`config.mk`:
```
export PLATFORM = sky130hd
export DESIGN_NAME = kes_find
export DESIGN_NICKNAME = d
export VERILOG_FILES = /design/src/rtl/core/kruskal_edge_selector_defines.svh /design/src/rtl/core/kes_pkg.sv /design/src/rtl/core/kes_find.sv
export SDC_FILE = /design/constraint.sdc
export NUM_CORES = 1
export LEC_CHECK = 0
export BUFFER_PORTS_ARGS = -buffer_cell sky130_fd_sc_hd__buf_4
export CORE_ASPECT_RATIO = 0.6
export CORE_MARGIN = 3
export CORE_UTILIZATION = 35
export DETAILED_ROUTE_END_ITERATION = 8
export PLACE_DENSITY = 0.72
export SYNTH_ARGS = -nofsm -noshare
export SYNTH_HDL_FRONTEND = slang
export SYNTH_SLANG_ARGS = --single-unit
```
`constraint.sdc`:
```
create_clock -name clk_i -period 2.1 [get_ports clk_i]
set_input_delay 0.42 -clock clk_i [delete_from_list [all_inputs] [get_ports clk_i]]
set_output_delay 0.42 -clock clk_i [all_outputs]
set_load 0.005 [all_outputs]
```
`src/rtl/core/kruskal_edge_selector_defines.svh`:
```
// Assertion macros shared by the edge selector RTL.
`ifndef KRUSKAL_EDGE_SELECTOR_DEFINES_SVH
`define KRUSKAL_EDGE_SELECTOR_DEFINES_SVH

// Same-cycle implication, disabled while reset is applied.
`define KES_ASSERT_IMP(name, clk, rst_n, ante, cons, msg) \
  name: assert property (@(posedge clk) disable iff (!rst_n) (ante) |-> (cons)) \
    else $error(msg);

// Next-cycle implication, disabled while reset is applied.
`define KES_ASSERT_NXT(name, clk, rst_n, ante, cons, msg) \
  name: assert property (@(posedge clk) disable iff (!rst_n) (ante) |=> (cons)) \
    else $error(msg);

`endif

```
`src/rtl/core/kes_pkg.sv`:
```
// Shared widths, register indexes and control types of the edge selector.
package kes_pkg;

  localparam int NODE_IDX_W = 10;  // node_a / node_b field width
  localparam int WEIGHT_W   = 32;  // weight field width
  localparam int LEN_W      = 48;  // tree_length width
  localparam int CNT_OUT_W  = 10;  // edges_taken / missing_edges width
  localparam int NODE_CNT_W = 11;  // node_count register width
  localparam int RANK_W     = 4;

  localparam logic [RANK_W-1:0] RANK_MAX = '1;

  localparam int CFG_IDX_W  = 1;
  localparam int CFG_DATA_W = 11;

  localparam logic [CFG_IDX_W-1:0] CFG_NODE_COUNT    = 1'd0;
  localparam logic [CFG_IDX_W-1:0] CFG_ALLOW_PARTIAL = 1'd1;

  // Port strobes from a client of the union-find RAM.
  typedef struct packed {
    logic rd_en;
    logic wr_en;
  } mem_ctl_t;

endpackage

```
`src/rtl/core/kes_find.sv`:
```
// Root search with path compression over the union-find RAM.
module kes_find #(
  parameter int IDX_W  = 10,
  parameter int DATA_W = 14
) (
  input  logic                         clk_i,
  input  logic                         rst_ni,
  input  logic                         start_i,
  input  logic [IDX_W-1:0]             node_i,
  input  logic [DATA_W-1:0]            rdata_i,
  output kes_pkg::mem_ctl_t            ctl_o,
  output logic [IDX_W-1:0]             raddr_o,
  output logic [IDX_W-1:0]             waddr_o,
  output logic [DATA_W-1:0]            wdata_o,
  output logic                         done_o,
  output logic [IDX_W-1:0]             root_o,
  output logic [kes_pkg::RANK_W-1:0]   rank_o
);

  typedef enum logic [2:0] {
    F_IDLE = 3'b001,
    F_WALK = 3'b010,
    F_COMP = 3'b100
  } fstate_e;

  fstate_e                     state_q, state_d;
  logic [IDX_W-1:0]            cur_q, cur_d;    // address of the read in flight
  logic [IDX_W-1:0]            org_q, org_d;
  logic [IDX_W-1:0]            root_q, root_d;
  logic [kes_pkg::RANK_W-1:0]  rank_q, rank_d;
  logic                        done_q, done_d;

  logic [IDX_W-1:0]            par;
  logic [kes_pkg::RANK_W-1:0]  rd_rank;

  assign par     = rdata_i[IDX_W-1:0];
  assign rd_rank = rdata_i[DATA_W-1:IDX_W];

  always_comb begin
    state_d     = state_q;
    cur_d       = cur_q;
    org_d       = org_q;
    root_d      = root_q;
    rank_d      = rank_q;
    done_d      = 1'b0;
    ctl_o       = '0;
    raddr_o     = cur_q;
    waddr_o     = cur_q;
    wdata_o     = {rd_rank, root_q};
    case (state_q)
      F_IDLE: begin
        if (start_i) begin
          ctl_o.rd_en = 1'b1;
          raddr_o     = node_i;
          cur_d       = node_i;
          org_d       = node_i;
          state_d     = F_WALK;
        end
      end
      F_WALK: begin
        if (par == cur_q) begin
          root_d = cur_q;
          rank_d = rd_rank;
          if (cur_q == org_q) begin
            done_d  = 1'b1;
            state_d = F_IDLE;
          end else begin
            // second walk from the start node rewrites every link to the root
            ctl_o.rd_en = 1'b1;
            raddr_o     = org_q;
            cur_d       = org_q;
            state_d     = F_COMP;
          end
        end else begin
          ctl_o.rd_en = 1'b1;
          raddr_o     = par;
          cur_d       = par;
        end
      end
      F_COMP: begin
        // write cur, read its old parent: never the same entry
        ctl_o.wr_en = 1'b1;
        if (par == root_q) begin
          done_d  = 1'b1;
          state_d = F_IDLE;
        end else begin
          ctl_o.rd_en = 1'b1;
          raddr_o     = par;
          cur_d       = par;
        end
      end
      default: begin
        state_d = F_IDLE;
      end
    endcase
  end

  always_ff @(posedge clk_i or negedge rst_ni) begin
    if (!rst_ni) begin
      state_q <= F_IDLE;
      done_q  <= 1'b0;
    end else begin
      state_q <= state_d;
      done_q  <= done_d;
    end
  end

  always_ff @(posedge clk_i) begin
    cur_q  <= cur_d;
    org_q  <= org_d;
    root_q <= root_d;
    rank_q <= rank_d;
  end

  assign done_o = done_q;
  assign root_o = root_q;
  assign rank_o = rank_q;

endmodule

```
Word level (Yosys, flattened, before mapping)
Index checks and enable logic that the tools add are counted.
- logic and storage cells: 38
- memory bits (writable): 0
- output and inout port bits: 51
- memories: 0
- bits in registers: 38
- input port bits: 27
- ROM bits: 0
- latch bits: 0
- order comparisons: 0
- equality and inequality tests: 9
- div/mod/pow operators: 0
- mux-type cells: 20
- multipliers: 0
- shift-type cells: 0
- bitwise logic cells: 0
- reduce and logical (&&, ||, !) cells: 3
- add/subtract/negate cells: 0
- operators by type and width (kind ; number):
    $mux W10 ; 4
    $eq A10 B10 Y1 ; 3
    $pmux W10 S3 ; 1
    $mux W3 ; 4
    $pmux W3 S3 ; 1
    $mux W1 ; 8
    $ne A2 B2 Y1 const B ; 3
    $reduce_and A2 Y1 ; 2
    $eq A3 B1 Y1 const B ; 1
    $eq A3 B2 Y1 const B ; 1
    $eq A3 B3 Y1 const B ; 1
    $pmux W1 S3 ; 1
    $reduce_and A3 Y1 ; 1
    $pmux W1 S2 ; 1

Longest topological paths before layout
Gate-level depths: netlist of the first run.
- depth in word-level cells: 4
- mapped depth: 7

Least setup slack after synthesis of the first run
OpenSTA, ideal clock, no wires.
- path kind: input port to output port
- from: input port rdata_i[5]
- to: output port raddr_o[8]
- slack: -0.101 ns
- required time: 1.680 ns
- stages: 7
- buffers on the path: 1
- arrival time: 1.781 ns
- path through: xnor2_1 nand4_1 or4_4 inv_2 buf_4 a22oi_1 o211ai_1
- cells in the longest elaborated chain, start to end: 3
- elaborated cells on any way between the ends: 5
- classes of those cells: eq/ne: 2; mux: 3
- RTL lines (item ; RTL line ; text):
    from (decl) ; kes_find.sv:10 ; input logic [DATA_W-1:0] rdata_i,
    $eq A10 B10 Y1 (on tied branches) ; kes_find.sv:83, kes_find.sv:61 ;
    $mux W10 (on tied branches) ; kes_find.sv:83, kes_find.sv:61 ;
    $pmux W10 S3 (*) ; kes_find.sv:50 ; case (state_q)
    to (decl) ; kes_find.sv:12 ; output logic [IDX_W-1:0] raddr_o,
Mark *: on every way between the ends. The rest lies on a longest branch, timed or not.

Worst setup path after layout of the first run
- from: register cur_q[4] (netlist: waddr_o[4])
- to: output port raddr_o[1]
- cells in the longest elaborated chain, start to end: 4
- elaborated cells on any way between the ends: 5
- classes of those cells: eq/ne: 2; mux: 3
- RTL lines (item ; RTL line ; text):
    from (decl) ; kes_find.sv:27 ; logic [IDX_W-1:0] cur_q, cur_d;
    from (signal assigned) ; kes_find.sv:109 ; cur_q <= cur_d;
    $eq A10 B10 Y1 ; kes_find.sv:64 ; if (cur_q == org_q) begin
    $mux W10 ; kes_find.sv:64 ;
    $mux W10 (*) ; kes_find.sv:61 ; if (par == cur_q) begin
    $pmux W10 S3 (*) ; kes_find.sv:50 ;
Marked as above.

==> results of run 1 <==
-- routing by layer --
metal	vias up	wire, um
met5	-	0
met4	0	63
met3	7	471
met2	67	2723
met1	818	2702
li1	823	-
-- synthesized netlist by cell type (all sizes together) --
cell / number / area [um2]
a21o: 1 / 7.510
a21oi: 1 / 5.000
a22oi: 2 / 15.01
a31oi: 1 / 6.260
a32oi: 6 / 52.55
buf: 16 / 123.9
clkbuf: 4 / 15.01
dfrtp: 3 / 75.07
dfstp: 1 / 26.28
dfxtp: 10 / 200.2
edfxtp: 24 / 720.7
inv: 13 / 48.80
nand2: 4 / 15.01
nand2b: 2 / 12.51
nand3: 3 / 15.01
nand3b: 1 / 7.510
nand4: 3 / 18.77
nor2: 4 / 15.01
nor4: 4 / 25.02
o2111ai: 2 / 30.03
o211ai: 8 / 90.08
o21ai: 11 / 55.05
o22a: 1 / 8.760
o31a: 1 / 8.760
or2: 3 / 18.77
or4: 1 / 11.26
xnor2: 12 / 105.1
xor2: 18 / 157.7
-- area by class of cell --
cell class                 count  area share
timing repair buffer         141      0.3429
clock inverter                 3     0.01947
tap                           66     0.02520
inverter                      13     0.01642
multi-input combinational     90      0.2604
clock buffer                   5     0.02100
sequential                    38      0.3146
-- report_power, final --
part           leakage (nW)  switching [mW]  total, mW  internal, mW
clock network        0.0658           0.275      0.745         0.470
registers             0.356           0.146       1.17          1.02
logic                  1.06           0.859       2.05          1.19
-- through the flow --
stage	utilization	area, um2	hold slack, ps	setup WS, ps	total power, mW
after global placement	0.5520	2831	222.8	-429.8	2.740
final	0.6388	3277	306.3	-631.2	3.961
after CTS	0.6244	3203	298.7	-571.7	3.909
after global routing	0.6388	3277	282.0	-712.6	4.179
after detailed placement	0.5520	2831	224.3	-462.3	2.778
after floorplan	-	1949	124.4	-7.614	1.902
-- cell families after synthesis --
| logic type | Yosys count | synth area share |
|---|---|---|
| flip-flops | 38 | 0.5407 |
| AO/OA/AOI/OAI | 34 | 0.1476 |
| buffers and inverters | 33 | 0.09927 |
| XOR/XNOR | 30 | 0.1390 |
| AND/OR/NAND/NOR | 25 | 0.07345 |
-- worst min-delay path by stage --
stage               startpoint                  to  slack [ps]  cells after the start
floorplan               rst_ni    done_o$_DFF_PN0_         120                      0
global placement        rst_ni    done_o$_DFF_PN0_         220                      1
detailed placement      rst_ni    done_o$_DFF_PN0_         220                      1
CTS                  node_i[1]  org_q[1]$_DFFE_PP_         300                      1
global route         node_i[7]  org_q[7]$_DFFE_PP_         280                      1
finish               node_i[6]  org_q[6]$_DFFE_PP_         310                      1
-- repair_timing --
| action | CTS | global route |
|---|---|---|
| endpoints found under the hold margin | 3 | 0 |
| gates resized for setup | 24 | 10 |
| pin swaps | 17 | 10 |
| hold buffers | 1 | 0 |
| setup buffers | 13 | 3 |
| setup endpoints to repair | 11 | 12 |
| gates cloned | 1 | 1 |
-- sequential cells by signal (all words and copies together), names as in the netlist --
signal   flops
done_o       1
org_q       10
root_o      10
rank_o       4
state_q      3
waddr_o     10
==> flow_metrics.env, run 1 <==
export IMPL_outcome="complete, but fails checks"
export IMPL_violations="negative setup slack"
export IMPL_crit_family="simple AND/OR/NAND/NOR gates"
export IMPL_endpoint_kind="output pin"
export IMPL_r2r_slack_ps=-230
export IMPL_setup_slack_ps=-631.2
export IMPL_overflow=0
export IMPL_crit_path_end="raddr_o[1]"
export IMPL_firstDrtPassIters=4
export IMPL_use_met3=0.07023
export IMPL_fin_skew_ps=2.641
export IMPL_routed_via_count=1715
export IMPL_start_util=0.3685
export IMPL_drc=0
export IMPL_path_max_fanout=5
export IMPL_grt_max_degree=18
export IMPL_yosys_warnings=0
export IMPL_grt_busiest_layer="met2"
export IMPL_startpoint="waddr_o[4]$_DFF_P_"
export IMPL_maxSlewHeadroom=0.8151
export IMPL_grt_setup_unrepaired="true"
export IMPL_wl_um=5960
export IMPL_stdcell_count=356
export IMPL_worst_pin_slew_ps=275.0
export IMPL_crit_slowest_cell="or4_4"
export IMPL_rr_endpoint="waddr_o[9]$_DFF_P_"
export IMPL_fin_crit_ps=2731
export IMPL_timing_final_hold_violations=0
export IMPL_power_leakage_nw=1.477
export IMPL_grt_antenna_before_repair=0
export IMPL_filler_cell_count=400
export IMPL_grt_pass1_wl_um=9073
export IMPL_cts_root_buf="clkbuf_8"
export IMPL_multi_input_area_um2=853.3
export IMPL_yosysSeqAreaShare=0.5407
export IMPL_tns_ps=-6675
export IMPL_grtUsageTotal=0.1910
export IMPL_slowest_delay_ps=590
export IMPL_finalSetupViolCount=12
export IMPL_critPathBufInv=2
export IMPL_gp_congestion=0.8205
export IMPL_finalCritPeriodShare=1.301
export IMPL_clk_path_buf_depth=2
export IMPL_clock_sinks=38
export IMPL_cts_tree="yes"
export IMPL_drt_iter0_markers=102
export IMPL_area_delta_synth_final_pct=73.33
export IMPL_syn_area_um2=1891
export IMPL_postRouteAntennaNets=0
export IMPL_critPathLaunchType="flip-flop"
export IMPL_ir_drop_mv=0.6247
export IMPL_grt_pass1_vias=1734
export IMPL_rows=20
export IMPL_grtUsageMet1=0.2624
export IMPL_rr_startpoint="waddr_o[4]$_DFF_P_"
export IMPL_routed_via_density=4.817
export IMPL_crit_type="reg2out"
export IMPL_mostFrequentLayoutCell="buf_4"
export IMPL_insertion_delay_ps=290
export IMPL_synth_seq_cells=38
export IMPL_ios=78
export IMPL_routedWlPerCell_um=16.74
export IMPL_diodes=0
export IMPL_cp_depth=7
export IMPL_cp_required_ps=1680
export IMPL_drive_above_1_share=0.6448
export IMPL_fp_dieW_um=100.9
export IMPL_timing_final_max_slew_violations=0
export IMPL_dp_cells=331
export IMPL_syn_inst=160
export IMPL_dp_hpwl_um=4128
export IMPL_h_tree_depth=2
export IMPL_fmax_mhz=366.1
export IMPL_cap_violations=0
export IMPL_use_met2=0.2861
export IMPL_rr_worst_depth=13
export IMPL_clk_pin_slew_ps=80
export IMPL_die_area_um2=6348
export IMPL_numPortBuffers=77
export IMPL_hp_class="in2reg"
export IMPL_die_h_um=62.93
export IMPL_synth_nets=187
export IMPL_crit_arrival_ps=2310
export IMPL_seq_area_um2=1031
export IMPL_core_um2=5130
export IMPL_path_cells="xnor2_2, nand4_1, or4_4, o22a_4, buf_12, o2111ai_4, buf_6"
export IMPL_numCtsBuffers=5
export IMPL_powerDensity_nw_per_um2=1209
export IMPL_layout_common_cells="buf_4 (130), edfxtp_1 (24), xor2_1 (18)"
export IMPL_synth_cell_types=32
export IMPL_syn_area_per_cell_um2=11.82
export IMPL_final_nets=316
(Power assumes the default switching activity.)
==> run 2, diff against run 1 <==
BUFFER_PORTS_ARGS = default   (was -buffer_cell sky130_fd_sc_hd__buf_4)
DONT_BUFFER_PORTS = 1   (was default)
MAX_ROUTING_LAYER = met4   (was default)
PLACE_DENSITY = 0.59   (was 0.72)
==> run 2 against run 1 <==
Compared with the run above:
- the run still ends with negative setup slack left
- critical path depth fell by 1
- largest power group unchanged
- register-to-register slack gained 420 ps
- clock power decreased by 37%
- critical path type unchanged
- final cell count shrank 22%
- worst hold slack got worse by 80 ps
- maximum frequency grew 8.8%
- core utilization decreased by 13 points
- first-iteration DRC count is 27% lower
- wire length is 13% lower
==> flow_metrics.env, run 2 (synthesized netlist as in run 1, its figures left out) <==
export IMPL_outcome="complete, but fails checks"
export IMPL_violations="negative setup slack"
export IMPL_core_um2=5130
export IMPL_wirelength_met1_um=2122
export IMPL_place_ws_ps=-269.1
export IMPL_critPathLaunchType="flip-flop"
export IMPL_diodes=0
export IMPL_numCtsBuffers=5
export IMPL_firstDrtPassIters=5
export IMPL_maxSlewHeadroom=0.7875
export IMPL_cts_tree="yes"
export IMPL_die_h_um=62.93
export IMPL_seq_area_um2=1039
export IMPL_area_delta_synth_final_pct=36.86
export IMPL_die_area_um2=6348
export IMPL_met3_length_um=616
export IMPL_endpoint_kind="output pin"
export IMPL_drc=0
export IMPL_clk_pin_slew_ps=70
export IMPL_fin_area_um2=2587
export IMPL_filler_cell_count=450
export IMPL_timing_final_max_slew_violations=0
export IMPL_routedWlPerCell_um=18.78
export IMPL_clk_path_buf_depth=2
export IMPL_multi_input_area_um2=843.3
export IMPL_final_util=0.5044
export IMPL_fin_crit_ps=2510
export IMPL_clock_sinks=38
export IMPL_gp_congestion=0.7970
export IMPL_fmax_mhz=398.5
export IMPL_numPortBuffers=0
export IMPL_powerDensity_nw_per_um2=1196
export IMPL_start_util=0.3685
export IMPL_hp_class="in2reg"
export IMPL_path_max_fanout=3
export IMPL_crit_arrival_ps=2090
export IMPL_critPathBufInv=1
export IMPL_rows=20
export IMPL_dp_hpwl_um=3963
export IMPL_layout_common_cells="buf_4 (57), edfxtp_1 (24), xor2_1 (17)"
export IMPL_overflow=0
export IMPL_place_area_um2=2298
export IMPL_mostFrequentLayoutCell="buf_4"
export IMPL_wl_um=5182
export IMPL_grt_pass1_vias=1625
export IMPL_holdWs_ps=226.6
export IMPL_crit_slowest_cell="or4_4"
export IMPL_cts_root_buf="clkbuf_8"
export IMPL_final_nets=236
export IMPL_fin_skew_ps=7.656
export IMPL_drive_above_1_share=0.5000
export IMPL_route_top_layer_used="met4"
export IMPL_worst_pin_slew_ps=316.4
export IMPL_finalCritPeriodShare=1.195
export IMPL_wl_met2_um=2418
export IMPL_power_leakage_nw=1.044
export IMPL_grtUsageTotal=0.1724
export IMPL_setup_slack_ps=-409.7
export IMPL_ir_drop_mv=0.6041
export IMPL_routed_via_density=5.236
export IMPL_finalSetupViolCount=11
export IMPL_cp_required_ps=1680
export IMPL_drt_iter0_markers=74
export IMPL_path_cells="xnor2_2, nand4_1, or4_4, o22a_1, buf_4, o2111ai_4"
export IMPL_fp_dieW_um=100.9
export IMPL_crit_type="reg2out"
export IMPL_ios=78
export IMPL_grt_max_degree=18
export IMPL_grt_pass1_wl_um=8093
export IMPL_cap_violations=0
export IMPL_h_tree_depth=2
export IMPL_grt_setup_unrepaired="true"
export IMPL_insertion_delay_ps=280
export IMPL_crit_family="simple AND/OR/NAND/NOR gates"
export IMPL_grt_antenna_before_repair=0
export IMPL_slowest_delay_ps=590
export IMPL_routed_via_count=1445
export IMPL_postRouteAntennaNets=0
export IMPL_timing_final_hold_violations=0
export IMPL_finalPower_mw=3.096
==> run 2: area by class of cell <==
| class | instances | share of cell area |
|---|---|---|
| Sequential cell | 38 | 0.4014 |
| Timing Repair Buffer | 62 | 0.1900 |
| Multi-Input combinational cell | 89 | 0.3259 |
| Inverter | 13 | 0.01983 |
| Tap cell | 66 | 0.03191 |
| Clock buffer | 8 | 0.03095 |
==> run 2: metrics by stage <==
stage,std cells,setup TNS (ps)
6_report,276,-4039
5_1_grt,276,-5650
4_1_cts,275,-4124
3_5_place_dp,260,-2572
3_3_place_gp,260,-1892
2_1_floorplan,160,-14.01
==> run 2: power by group <==
| part | internal, mW | switching, mW | total, mW |
|---|---|---|---|
| clock network | 0.236 | 0.237 | 0.472 |
| logic | 0.729 | 0.704 | 1.43 |
| registers | 1.04 | 0.153 | 1.19 |
| total | 2.00 | 1.09 | 3.10 |
==> run 2: what timing repair did <==
action                                  CTS  global route
pin swaps                                18            12
endpoints found under the setup margin   11            11
hold buffers                              1             0
cloned                                    0             0
buffers inserted                          7             2
endpoints found under the hold margin     4             0
gates resized for setup                  23             6
==> run 2: final timing paths <==
kind,startpoint,end,slack (ps),cells past startpoint
worst max-delay path,waddr_o[5]$_DFF_P_,raddr_o[1],-410,6
worst min-delay path,rdata_i[13],rank_o[3]$_DFFE_PP_,230,0
worst max register to register,waddr_o[5]$_DFF_P_,root_o[3]$_DFFE_PP_,190,6
worst min register to register,waddr_o[6]$_DFF_P_,root_o[6]$_DFFE_PP_,500,0
max in group asynchronous,rst_ni,state_q[0]$_DFFE_PN1P_,1430,1
min in group asynchronous,rst_ni,state_q[1]$_DFFE_PN0P_,420,1
==> run 2: metal layers <==
layer,global-route usage,vias to the layer above
li1,-,660
met1,0.2084,699
met2,0.2648,84
met3,0.08027,2
met4,0.03529,0
met5,-,-
